## src/ffha_pkg.sv

```systemverilog
// ffha_pkg: shared types and codes of the first-fit heap allocator
// no dependencies
`default_nettype none

package ffha_pkg;

  typedef enum logic [1:0] {
    STATUS_OK      = 2'd0,
    STATUS_OOM     = 2'd1,
    STATUS_UNINIT  = 2'd2,
    STATUS_BADPTR  = 2'd3
  } status_e;

  localparam logic OP_ALLOC = 1'b0;
  localparam logic OP_FREE  = 1'b1;

  localparam logic REG_HEAP_BASE = 1'b0;
  localparam logic REG_HEAP_SIZE = 1'b1;

  // sized so that a 32 bit request, header and alignment slack all fit
  localparam int unsigned NeedW = 34;
  localparam int unsigned SplitExtra = 16;

endpackage

`default_nettype wire

```

## src/ffha_size_calc.sv

```systemverilog
// ffha_size_calc: block length needed for an allocate request
// depends on ffha_pkg
`default_nettype none

module ffha_size_calc #(
  parameter int unsigned HEADER_BYTES = 24
) (
  input  logic [31:0]                 request_size_i,
  input  logic [12:0]                 alignment_i,
  output logic [ffha_pkg::NeedW-1:0]  needed_o
);
  import ffha_pkg::*;

  logic [12:0]      mask;
  logic [32:0]      size8;
  logic [NeedW-1:0] sum;

  always_comb begin
    // alignment minus one smeared right gives the mask of the next power of two
    mask = (alignment_i == 13'd0) ? 13'd0 : alignment_i - 13'd1;
    mask = mask | (mask >> 1);
    mask = mask | (mask >> 2);
    mask = mask | (mask >> 4);
    mask = mask | (mask >> 8);
    size8 = (33'(request_size_i) + 33'd7) & ~33'd7;
    sum = NeedW'(size8) + NeedW'(HEADER_BYTES) + NeedW'(mask);
    needed_o = sum & ~NeedW'(mask);
  end

endmodule

`default_nettype wire

```

## config.mk

```make
export PLATFORM = sky130hd
export DESIGN_NAME = ffha_size_calc
export DESIGN_NICKNAME = d
export VERILOG_FILES = /design/src/ffha_pkg.sv /design/src/ffha_size_calc.sv
export SDC_FILE = /design/constraint.sdc
export NUM_CORES = 1
export LEC_CHECK = 0
export ABC_AREA = 1
export BUFFER_PORTS_ARGS = -buffer_cell sky130_fd_sc_hd__buf_2
export CORE_UTILIZATION = 54
export DETAILED_ROUTE_END_ITERATION = 16
export PLACE_DENSITY_LB_ADDON = 0.12
export REMOVE_ABC_BUFFERS = 1
export SKIP_LAST_GASP = 1
export SLEW_MARGIN = 20
export SYNTH_ARGS = -nofsm -noshare
export SYNTH_HDL_FRONTEND = slang
export SYNTH_SLANG_ARGS = --single-unit
```

## constraint.sdc

```tcl
create_clock -name vclk -period 3.8
set_input_delay 0.19 -clock vclk [all_inputs]
set_output_delay 0.19 -clock vclk [all_outputs]
set_load 0.02 [all_outputs]
```

==> metrics.txt, run 1 <==
number of distinct library cells after synthesis=29; minimum setup slack after placement=-87.0 ps; most used cell, CP=sky130_fd_sc_hd__nor2_4; clock share of power=0; IO buf count=75; post-synth top area cell=sky130_fd_sc_hd__nand2_1; number of nets at the end of the flow=618; aggregate routed wire length=roughly 7400 um; wire length of the first global-routing pass=10,800 um; classification of the worst setup path=in2out; peak clock frequency supported by timing=around 270 MHz; Comb power frac=1.000; overall die width=67.5 um; final-report setup violation count=0; yosys synthesis warning count=0; Final Critical Period=about 3700 ps; CTS Hold Bufs=0; worst path buffer plus inverter count=5; min-delay src=request_size_i[29]; reported net switching power=between 0.2 and 0.25 mW; Mapped Area=0.00231 mm^2; max-capacitance violation count=0; Seq cells=0; Routed Antenna Nets=0; commonest cells after routing, fill and taps aside=sky130_fd_sc_hd__nand2_1 (146), sky130_fd_sc_hd__nor2_1 (87), sky130_fd_sc_hd__buf_2 (72); Leak Pwr=about 1.6 nW; cell type of the slowest stage on the worst timing path=sky130_fd_sc_hd__fa_2; number of endpoints with negative hold slack in the final report=0; number of vias after detailed routing=approximately 3,200; footprint of the flip-flops and latches=0 um^2; worst vdd rail ir drop=0.0000741 V; number of clock buffers in the layout=0; post-placement cell area=roughly 0.0027 mm^2; number of optimization iterations in the first detailed-route pass=5; class of the tightest hold or removal check=in2out; Int Pwr=0.151 mW; IO Pins=around 80; vertical die dimension=67.5 um; count of antenna diodes in the layout=0; Iter 0 DRT Violations=around 230; Post-Syn Instances=between 400 and 500; Hold Path End=needed_o[32]; Final Cell Area=0.00305 mm^2; slowest cell delay on critical path=roughly 400 ps; power density cells=between 100 and 150 mW/mm^2; global route total overflow=0; hpwl dp=~5800 um; most common library cell in the layout ignoring fill and taps=sky130_fd_sc_hd__nand2_1; # rows=23; Avg Synthesized Cell Area=between 4 and 5 um^2; part of the Yosys area used for sequential elements=0; number of max-slew violations in the final report=0; layout cells sized above 1=0.265; Synth top area share=0.250; DRC errors left=0; CP Data Arrival Time=around 3500 ps; run status=complete, no violations; cell depth of the worst hold path=4; share of the clock period used by the worst path after layout=0.977; fraction of power consumed by sequential logic=0; area of the placeable core=0.00406 mm^2; number of antenna violations at the first check in global routing=0; starting utilization of the core area=0.570; Area growth syn-to-layout=31.8%; maximum number of pins on one net before global-route repair=8; all-layer global routing usage=0.303; required time of the worst setup path=between 3000 and 4000 ps; Setup crit start kind=input pin; post-route worst setup slack=just under 90 ps; Total Die Area=approximately 0.0046 mm^2; maximum fanout along the worst path=4; vias in the first global route=2,552; final-layout fill cell count=366; average routed wire per standard cell=between 10 and 15 um; top post-synthesis cells by area=sky130_fd_sc_hd__nand2_1 (25%), sky130_fd_sc_hd__nor2_1 (15%), sky130_fd_sc_hd__ha_1 (10%), sky130_fd_sc_hd__inv_1 (9.9%), sky130_fd_sc_hd__nand3_1 (8.0%); unrepaired setup endpoints after global routing=yes; element type at the critical path end=output port; routability congestion estimate=about 0.95; gate family responsible for the most delay along the worst path=simple AND/OR/NAND/NOR gates; per-cell via count in the routed design=~5.3; Switching Share=0.609
worst max-delay path by stage:
stage / to / cells after the start / startpoint / slack [ps]
after floorplan: needed_o[28] / 25 / alignment_i[2] / 320
after global placement: needed_o[22] / 26 / alignment_i[2] / 40
after detailed placement: needed_o[22] / 26 / alignment_i[2] / -90
after CTS: needed_o[29] / 27 / alignment_i[2] / 0.3
after global routing: needed_o[12] / 25 / alignment_i[2] / -90
final: needed_o[12] / 25 / alignment_i[2] / 90
Yosys cell counts (2+ instances only):
cell and instances:
sky130_fd_sc_hd__nand2_1 154, sky130_fd_sc_hd__nand3b_1 2, sky130_fd_sc_hd__a21oi_1 8, sky130_fd_sc_hd__or2_2 2, sky130_fd_sc_hd__xor2_1 17, sky130_fd_sc_hd__o21bai_1 4, sky130_fd_sc_hd__o21ai_0 8, sky130_fd_sc_hd__inv_1 61
sky130_fd_sc_hd__nor2_4 3, sky130_fd_sc_hd__nor3_1 5, sky130_fd_sc_hd__buf_4 4, sky130_fd_sc_hd__nor2_1 94, sky130_fd_sc_hd__nand3_1 37, sky130_fd_sc_hd__a21boi_0 2, sky130_fd_sc_hd__nand2_2 6, sky130_fd_sc_hd__nand3_2 2
sky130_fd_sc_hd__xnor2_1 10, sky130_fd_sc_hd__nand4_1 9, sky130_fd_sc_hd__nor2_2 11, sky130_fd_sc_hd__ha_1 19, sky130_fd_sc_hd__inv_2 2
logic make-up (layout without fill, tap and decap cells):
logic type,after synthesis,count (layout),share of synthesized area
simple gates,327,327,0.604
buf+inv,67,147,0.115
xor+xnor,27,27,0.102
compound gates,26,26,0.0654
fa+ha+maj,20,20,0.111
other cells,1,4,0.00162
stage by stage:
step / util / total power [mW] / setup TNS [ps] / instances / hold slack (ps)
2_1_floorplan: - / 0.221 / 0 / 467 / 582
3_3_place_gp: 0.677 / 0.318 / 0 / 594 / 801
3_5_place_dp: 0.677 / 0.324 / -240 / 594 / 794
4_1_cts: 0.682 / 0.330 / 0 / 594 / 797
5_1_grt: 0.751 / 0.427 / -442 / 601 / 809
6_report: 0.751 / 0.387 / 0 / 601 / 798
worst min-delay path, cell delays in order:
cell and delay [ps]:
sky130_fd_sc_hd__buf_2 120, sky130_fd_sc_hd__nand3_1 70, sky130_fd_sc_hd__o22ai_1 70, sky130_fd_sc_hd__buf_2 150
power by group through the flow:
stage	combinational, mW	sequential [mW]	clock, mW
detailed placement	0.324	0	0
CTS	0.330	0	0
floorplan	0.221	0	0
finish	0.387	0	0
global placement	0.318	0	0
global route	0.427	0	0
final cells by class:
| type | count | area [um^2] | area share |
|---|---|---|---|
| Multi-Input combinational cell | 404 | 2300 | 0.754 |
| Timing Repair Buffer | 84 | 450 | 0.148 |
| Inverter | 63 | 236 | 0.0776 |
| Tap cell | 50 | 62.6 | 0.0205 |
metal layers:
layer  share of wire  track usage  vias up
met1            0.45        0.450     1369
met2            0.45        0.500      147
met3           0.075       0.0101       24
met4           0.029       0.0160        0
met5               0            0        -
li1                -            -     1625
repair_timing:
action | 4_1_cts | 5_1_grt
resized for setup | 3 | 52
pin swaps | 0 | 19
setup endpoints to repair | 9 | 23
hold endpoints to repair | 0 | 0
setup buffers | 0 | 7
No activity file was read; power rests on OpenSTA's default activity.
==> run 2, diff against run 1 <==
--- a/config.mk
+++ b/config.mk
@@ -5,9 +5,8 @@
 export SDC_FILE = /design/constraint.sdc
 export NUM_CORES = 1
 export LEC_CHECK = 0
-export ABC_AREA = 1
 export BUFFER_PORTS_ARGS = -buffer_cell sky130_fd_sc_hd__buf_2
-export CORE_UTILIZATION = 54
+export CORE_UTILIZATION = 52
 export DETAILED_ROUTE_END_ITERATION = 16
 export PLACE_DENSITY_LB_ADDON = 0.12
 export REMOVE_ABC_BUFFERS = 1
==> metrics.txt, run 2 <==
max-capacitance violation count=0 (unchanged); number of max-slew violations in the final report=0 (unchanged); Area growth syn-to-layout=43.8%; IO Pins=79 (unchanged); vertical die dimension=62.8 um (-6.9%); share of the clock period used by the worst path after layout=1.03 (+0.0546); cell with the most instances after synthesis=sky130_fd_sc_hd__nand2_1; hpwl dp=4300 um (-25%); Routed Antenna Nets=0 (unchanged); Avg Synthesized Cell Area=7.12 um^2 (+44%); overall power consumption=0.360 mW (-6.9%); top post-synthesis cells by area=sky130_fd_sc_hd__ha_1 (12%), sky130_fd_sc_hd__xnor2_1 (9.6%), sky130_fd_sc_hd__nand2_1 (6.4%), sky130_fd_sc_hd__xor2_1 (6.4%), sky130_fd_sc_hd__nand3_1 (3.6%); global route total overflow=0 (unchanged); post-placement cell area=0.00249 mm^2 (-9.2%); final sum of negative setup slack=-1000 ps (-1000 ps); most used cell, CP=sky130_fd_sc_hd__o21a_1; most common library cell in the layout ignoring fill and taps=sky130_fd_sc_hd__buf_2; power density cells=130 mW/mm^2 (+2.7%); post-synth top area cell=sky130_fd_sc_hd__ha_1; number of optimization iterations in the first detailed-route pass=4 (-1); cell type of the slowest stage on the worst timing path=sky130_fd_sc_hd__or4_4; Leak Pwr=1.22 nW (-25%); unrepaired setup endpoints after global routing=yes; cell-by-cell trace of the critical path=buf_6 > or4_4 > nor4_4 > nand3_1 > o21a_1 > a211oi_4 > ha_1 > inv_1 > ha_2 > inv_2 > fa_2 > nor2b_2 > o31a_1 > buf_4 > o21a_1 > o21a_1 > o21ai_2 > nor3b_2 > nor3_1 > buf_2; layout cells sized above 1=0.423 (+0.158); starting utilization of the core area=0.558 (-0.0118); maximum number of pins on one net before global-route repair=10 (+2); Iter 0 DRT Violations=135 (-41%); Total Die Area=0.00394 mm^2 (-13%); run status=finished, violations left; top cells by instance count after synthesis=sky130_fd_sc_hd__nand2_1 (33), sky130_fd_sc_hd__xnor2_1 (21), sky130_fd_sc_hd__ha_1 (19); wire length of the first global-routing pass=9390 um (-13%); per-cell via count in the routed design=5.73 (+8.8%); yosys synthesis warning count=0 (unchanged); final-layout fill cell count=260 (-29%); vias in the first global route=2,270 (-11%); element type at the critical path end=output port; Final Cell Area=0.00276 mm^2 (-9.4%); part of the Yosys area used for sequential elements=0 (unchanged); Mapped Area=0.00192 mm^2 (-17%); Final Critical Period=3920 ps (+208 ps); classification of the worst setup path=in2out; required time of the worst setup path=3610 ps (about the same); all-layer global routing usage=0.279 (-0.0245); area of the placeable core=0.00344 mm^2 (-15%); Hold Path End=needed_o[19]; count of antenna diodes in the layout=0 (unchanged); post-route worst setup slack=-121 ps (-208 ps); number of distinct library cells after synthesis=61 (+110%); final-report setup violation count=16 (+16); peak clock frequency supported by timing=255 MHz (-5.3%); slowest cell delay on critical path=570 ps (+170 ps); aggregate routed wire length=5630 um (-24%); # rows=21 (-8.7%); number of endpoints with negative hold slack in the final report=0 (unchanged); commonest cells after routing, fill and taps aside=sky130_fd_sc_hd__buf_2 (57), sky130_fd_sc_hd__buf_4 (43), sky130_fd_sc_hd__nand2_1 (31); number of antenna violations at the first check in global routing=0 (unchanged); DRC errors left=0 (unchanged); min-delay src=request_size_i[19]; Seq cells=0 (unchanged); Post-Syn Instances=270 (-42%); routability congestion estimate=0.860 (-9.2%); overall die width=62.8 um (-6.9%); number of vias after detailed routing=2,377 (-25%); CP Data Arrival Time=3730 ps (+210 ps); class of the tightest hold or removal check=in2out; number of nets at the end of the flow=436 (-29%); failing checks=negative setup slack; number of clock buffers in the layout=0 (unchanged); maximum fanout along the worst path=3 (-1); Synth top area share=0.124 (-0.126); IO buf count=75 (unchanged); CTS Hold Bufs=0 (unchanged); average routed wire per standard cell=13.6 um (+10%); footprint of the flip-flops and latches=0 um^2 (unchanged); worst vdd rail ir drop=0.0000826 V (+11%); Setup crit start kind=input pin; cell depth of the worst hold path=3 (-1)
==> run 2: cell count changes after synthesis, moves of 10 or more <==
| cell | before | now |
|---|---|---|
| sky130_fd_sc_hd__inv_1 | 61 | 11 |
| sky130_fd_sc_hd__nand2_1 | 154 | 33 |
| sky130_fd_sc_hd__nand3_1 | 37 | 14 |
| sky130_fd_sc_hd__nor2_1 | 94 | 17 |
| sky130_fd_sc_hd__nor2_2 | 11 | 1 |
| sky130_fd_sc_hd__xnor2_1 | 10 | 21 |
==> run 2: where the power goes <==
group / switching (mW) / internal [mW]
Sequential: 0 / 0
Combinational: 0.193 / 0.168
Clock: 0 / 0
Total: 0.193 / 0.168
==> run 2: area by class of cell <==
type,count,area (um^2),area share
Inverter,11,41.3,0.0149
Tap cell,46,57.6,0.0208
Timing Repair Buffer,106,676,0.245
Multi-Input combinational cell,252,1990,0.720
==> run 2: what timing repair did <==
action | in CTS | in global routing
gates resized for setup | 28 | 27
setup endpoints to repair | 20 | 21
pin swaps | 15 | 18
setup buffers | 5 | 3
==> run 2: metrics by stage <==
stage / setup slack, ps / utilization / instances / hold WS [ps]
after floorplan: -299 / - / 263 / 504
after global placement: -205 / 0.724 / 410 / 698
after detailed placement: -289 / 0.724 / 410 / 708
after CTS: -71.5 / 0.773 / 414 / 715
after global routing: -327 / 0.803 / 415 / 728
final: -121 / 0.803 / 415 / 718
==> run 2: logic make-up (layout without fill, tap and decap cells) <==
family	after synthesis	in the layout	share of synthesized area
other	1	4	0.00195
buffers and inverters	21	117	0.0566
AOI/OAI and AO/OA	64	64	0.260
and+or+nand+nor	129	129	0.388
adders and majority gates	20	20	0.134
xor gates and xnor gates	35	35	0.160
==> run 2: critical path: cells and delay by family <==
family	cells	cell delay (ps)
AOI/OAI and AO/OA	6	970
adders and majority gates	3	780
buffers and inverters	5	510
and+or+nand+nor	6	1270
==> run 2: how the worst max path moves through the flow <==
| stage | end | startpoint |
|---|---|---|
| detailed placement | needed_o[30] | alignment_i[2] |
| floorplan | needed_o[30] | alignment_i[2] |
| CTS | needed_o[25] | alignment_i[1] |
| global placement | needed_o[29] | alignment_i[2] |
| global route | needed_o[12] | alignment_i[1] |
| finish | needed_o[12] | alignment_i[1] |
==> run 2: layer usage <==
metal	GRT usage	up-vias	part of all wire
met3	0.0182	10	0.047
met2	0.490	80	0.50
met1	0.372	1099	0.44
li1	-	1188	-
met5	0	-	0
met4	0.0494	0	0.015
==> run 3, diff against run 2 <==
--- a/config.mk
+++ b/config.mk
@@ -6,7 +6,9 @@
 export NUM_CORES = 1
 export LEC_CHECK = 0
 export BUFFER_PORTS_ARGS = -buffer_cell sky130_fd_sc_hd__buf_2
-export CORE_UTILIZATION = 52
+export CELL_PAD_IN_SITES_DETAIL_PLACEMENT = 0
+export CELL_PAD_IN_SITES_GLOBAL_PLACEMENT = 2
+export CORE_UTILIZATION = 27
 export DETAILED_ROUTE_END_ITERATION = 16
 export PLACE_DENSITY_LB_ADDON = 0.12
 export REMOVE_ABC_BUFFERS = 1
==> metrics.txt, run 3 (synthesis gave the netlist of run 2 again) <==
Area growth syn-to-layout=50.7%; share of the core filled with cells=0.424 (-0.379); max-capacitance violation count=0 (unchanged); share of the clock period used by the worst path after layout=1.04 (+0.00785); number of nets at the end of the flow=442 (+1.4%); most common library cell in the layout ignoring fill and taps=sky130_fd_sc_hd__buf_2; all-layer global routing usage=0.157 (-0.121); count of antenna diodes in the layout=0 (unchanged); DRC errors left=0 (unchanged); final cell count without fillers=471 (+13%); routability congestion estimate=0.775 (-9.8%); class of the tightest hold or removal check=in2out; power density cells=127 mW/mm^2 (-2.8%); hpwl dp=4990 um (+16%); number of clock buffers in the layout=0 (unchanged); required time of the worst setup path=3610 ps (about the same); overall power consumption=0.367 mW (+1.9%); global route total overflow=0 (unchanged); maximum number of pins on one net before global-route repair=9 (-1); Cell Count Post-Placement=463 (+13%); IO buf count=75 (unchanged); number of vias after detailed routing=2,267 (-4.6%); peak clock frequency supported by timing=253 MHz (-0.75%); average routed wire per standard cell=12.5 um (-8.0%); IO Pins=79 (unchanged); per-cell via count in the routed design=4.81 (-16%); Leak Pwr=1.25 nW (+3.0%); post-placement cell area=0.00258 mm^2 (+3.4%); element type at the critical path end=output port; commonest cells after routing, fill and taps aside=sky130_fd_sc_hd__buf_2 (58), sky130_fd_sc_hd__buf_4 (48), sky130_fd_sc_hd__nand2_1 (31); Setup crit start kind=input pin; final-report setup violation count=17 (+1); worst vdd rail ir drop=0.0000541 V (-34%); Seq cells=0 (unchanged); Final Critical Period=3950 ps (+29.8 ps); number of optimization iterations in the first detailed-route pass=4 (unchanged); failing checks=negative setup slack; Routed Antenna Nets=0 (unchanged); overall die width=86.4 um (+38%); final-layout fill cell count=775 (+200%); vias in the first global route=2,139 (-5.8%); Final Cell Area=0.00290 mm^2 (+4.8%); number of antenna violations at the first check in global routing=0 (unchanged); Iter 0 DRT Violations=78 (-42%); wire length of the first global-routing pass=9740 um (+3.7%); number of max-slew violations in the final report=0 (unchanged); layout cells sized above 1=0.435 (+0.0119); footprint of the flip-flops and latches=0 um^2 (unchanged); # rows=30 (+43%); Total Die Area=0.00746 mm^2 (+89%); post-route worst setup slack=-150 ps (-29.8 ps); vertical die dimension=86.4 um (+38%); aggregate routed wire length=5880 um (+4.4%); starting utilization of the core area=0.281 (-0.277); maximum fanout along the worst path=5 (+2); CP Data Arrival Time=3760 ps (+30 ps); CTS Hold Bufs=0 (unchanged); unrepaired setup endpoints after global routing=yes; classification of the worst setup path=in2out; run status=finished, violations left; area of the placeable core=0.00683 mm^2 (+98%); number of endpoints with negative hold slack in the final report=0 (unchanged)
-- run 3: cell count changes in the layout (fill, tap and decap cells not counted), moves of 2 or more --
cell                     delta
sky130_fd_sc_hd__buf_4      +5
sky130_fd_sc_hd__inv_1      -2
sky130_fd_sc_hd__inv_2      +2
sky130_fd_sc_hd__ha_4       +2
sky130_fd_sc_hd__nor3_2     -2
-- run 3: cell type report --
cell class	count	area, um^2	share of cell area
multi-input cells	252	2020	0.696
repair buffers	112	718	0.248
well taps	96	120	0.0415
inverters	11	41.3	0.0143
-- run 3: worst paths after layout --
| check | start | endpoint | depth (start not counted) |
|---|---|---|---|
| max | alignment_i[1] | needed_o[29] | 18 |
| min | request_size_i[20] | needed_o[20] | 3 |
-- run 3: per-stage QoR --
step,hold slack (ps),setup TNS [ps],worst slack (ps)
after floorplan,504,-2290,-299
after global placement,705,-5680,-410
after detailed placement,703,-5640,-424
after CTS,707,-1990,-174
after global routing,732,-5410,-369
final,707,-1660,-150
-- run 3: critical path: stages --
cell and delay, ps:
sky130_fd_sc_hd__buf_6 90, sky130_fd_sc_hd__or4_4 560, sky130_fd_sc_hd__nor4_4 160, sky130_fd_sc_hd__buf_4 170, sky130_fd_sc_hd__nand2b_1 50, sky130_fd_sc_hd__nand2_1 70
sky130_fd_sc_hd__nand3b_1 110, sky130_fd_sc_hd__a21o_1 220, sky130_fd_sc_hd__ha_4 260, sky130_fd_sc_hd__ha_4 280, sky130_fd_sc_hd__nand2_2 50, sky130_fd_sc_hd__o211ai_1 250
sky130_fd_sc_hd__nand4_1 220, sky130_fd_sc_hd__a221oi_4 350, sky130_fd_sc_hd__and3_4 300, sky130_fd_sc_hd__o221a_1 180, sky130_fd_sc_hd__nand3_1 80, sky130_fd_sc_hd__buf_6 150
-- run 3: repair_timing --
action	CTS	global route
gates resized for setup	40	20
buffers inserted	8	3
setup endpoints to repair	21	21
endpoints found under the hold margin	0	0
pin swaps	30	16
-- run 3: power breakdown --
part | switching, mW | total (mW) | internal (mW)
Sequential | 0 | 0 | 0
Clock | 0 | 0 | 0
Combinational | 0.195 | 0.367 | 0.172
-- run 3: per-layer routing --
layer	GRT usage	vias up	routed length, um
met5	0	-	0
met3	0.00286	0	133
li1	-	1204	-
met4	0	0	0
met2	0.256	40	2630
met1	0.244	1023	3120
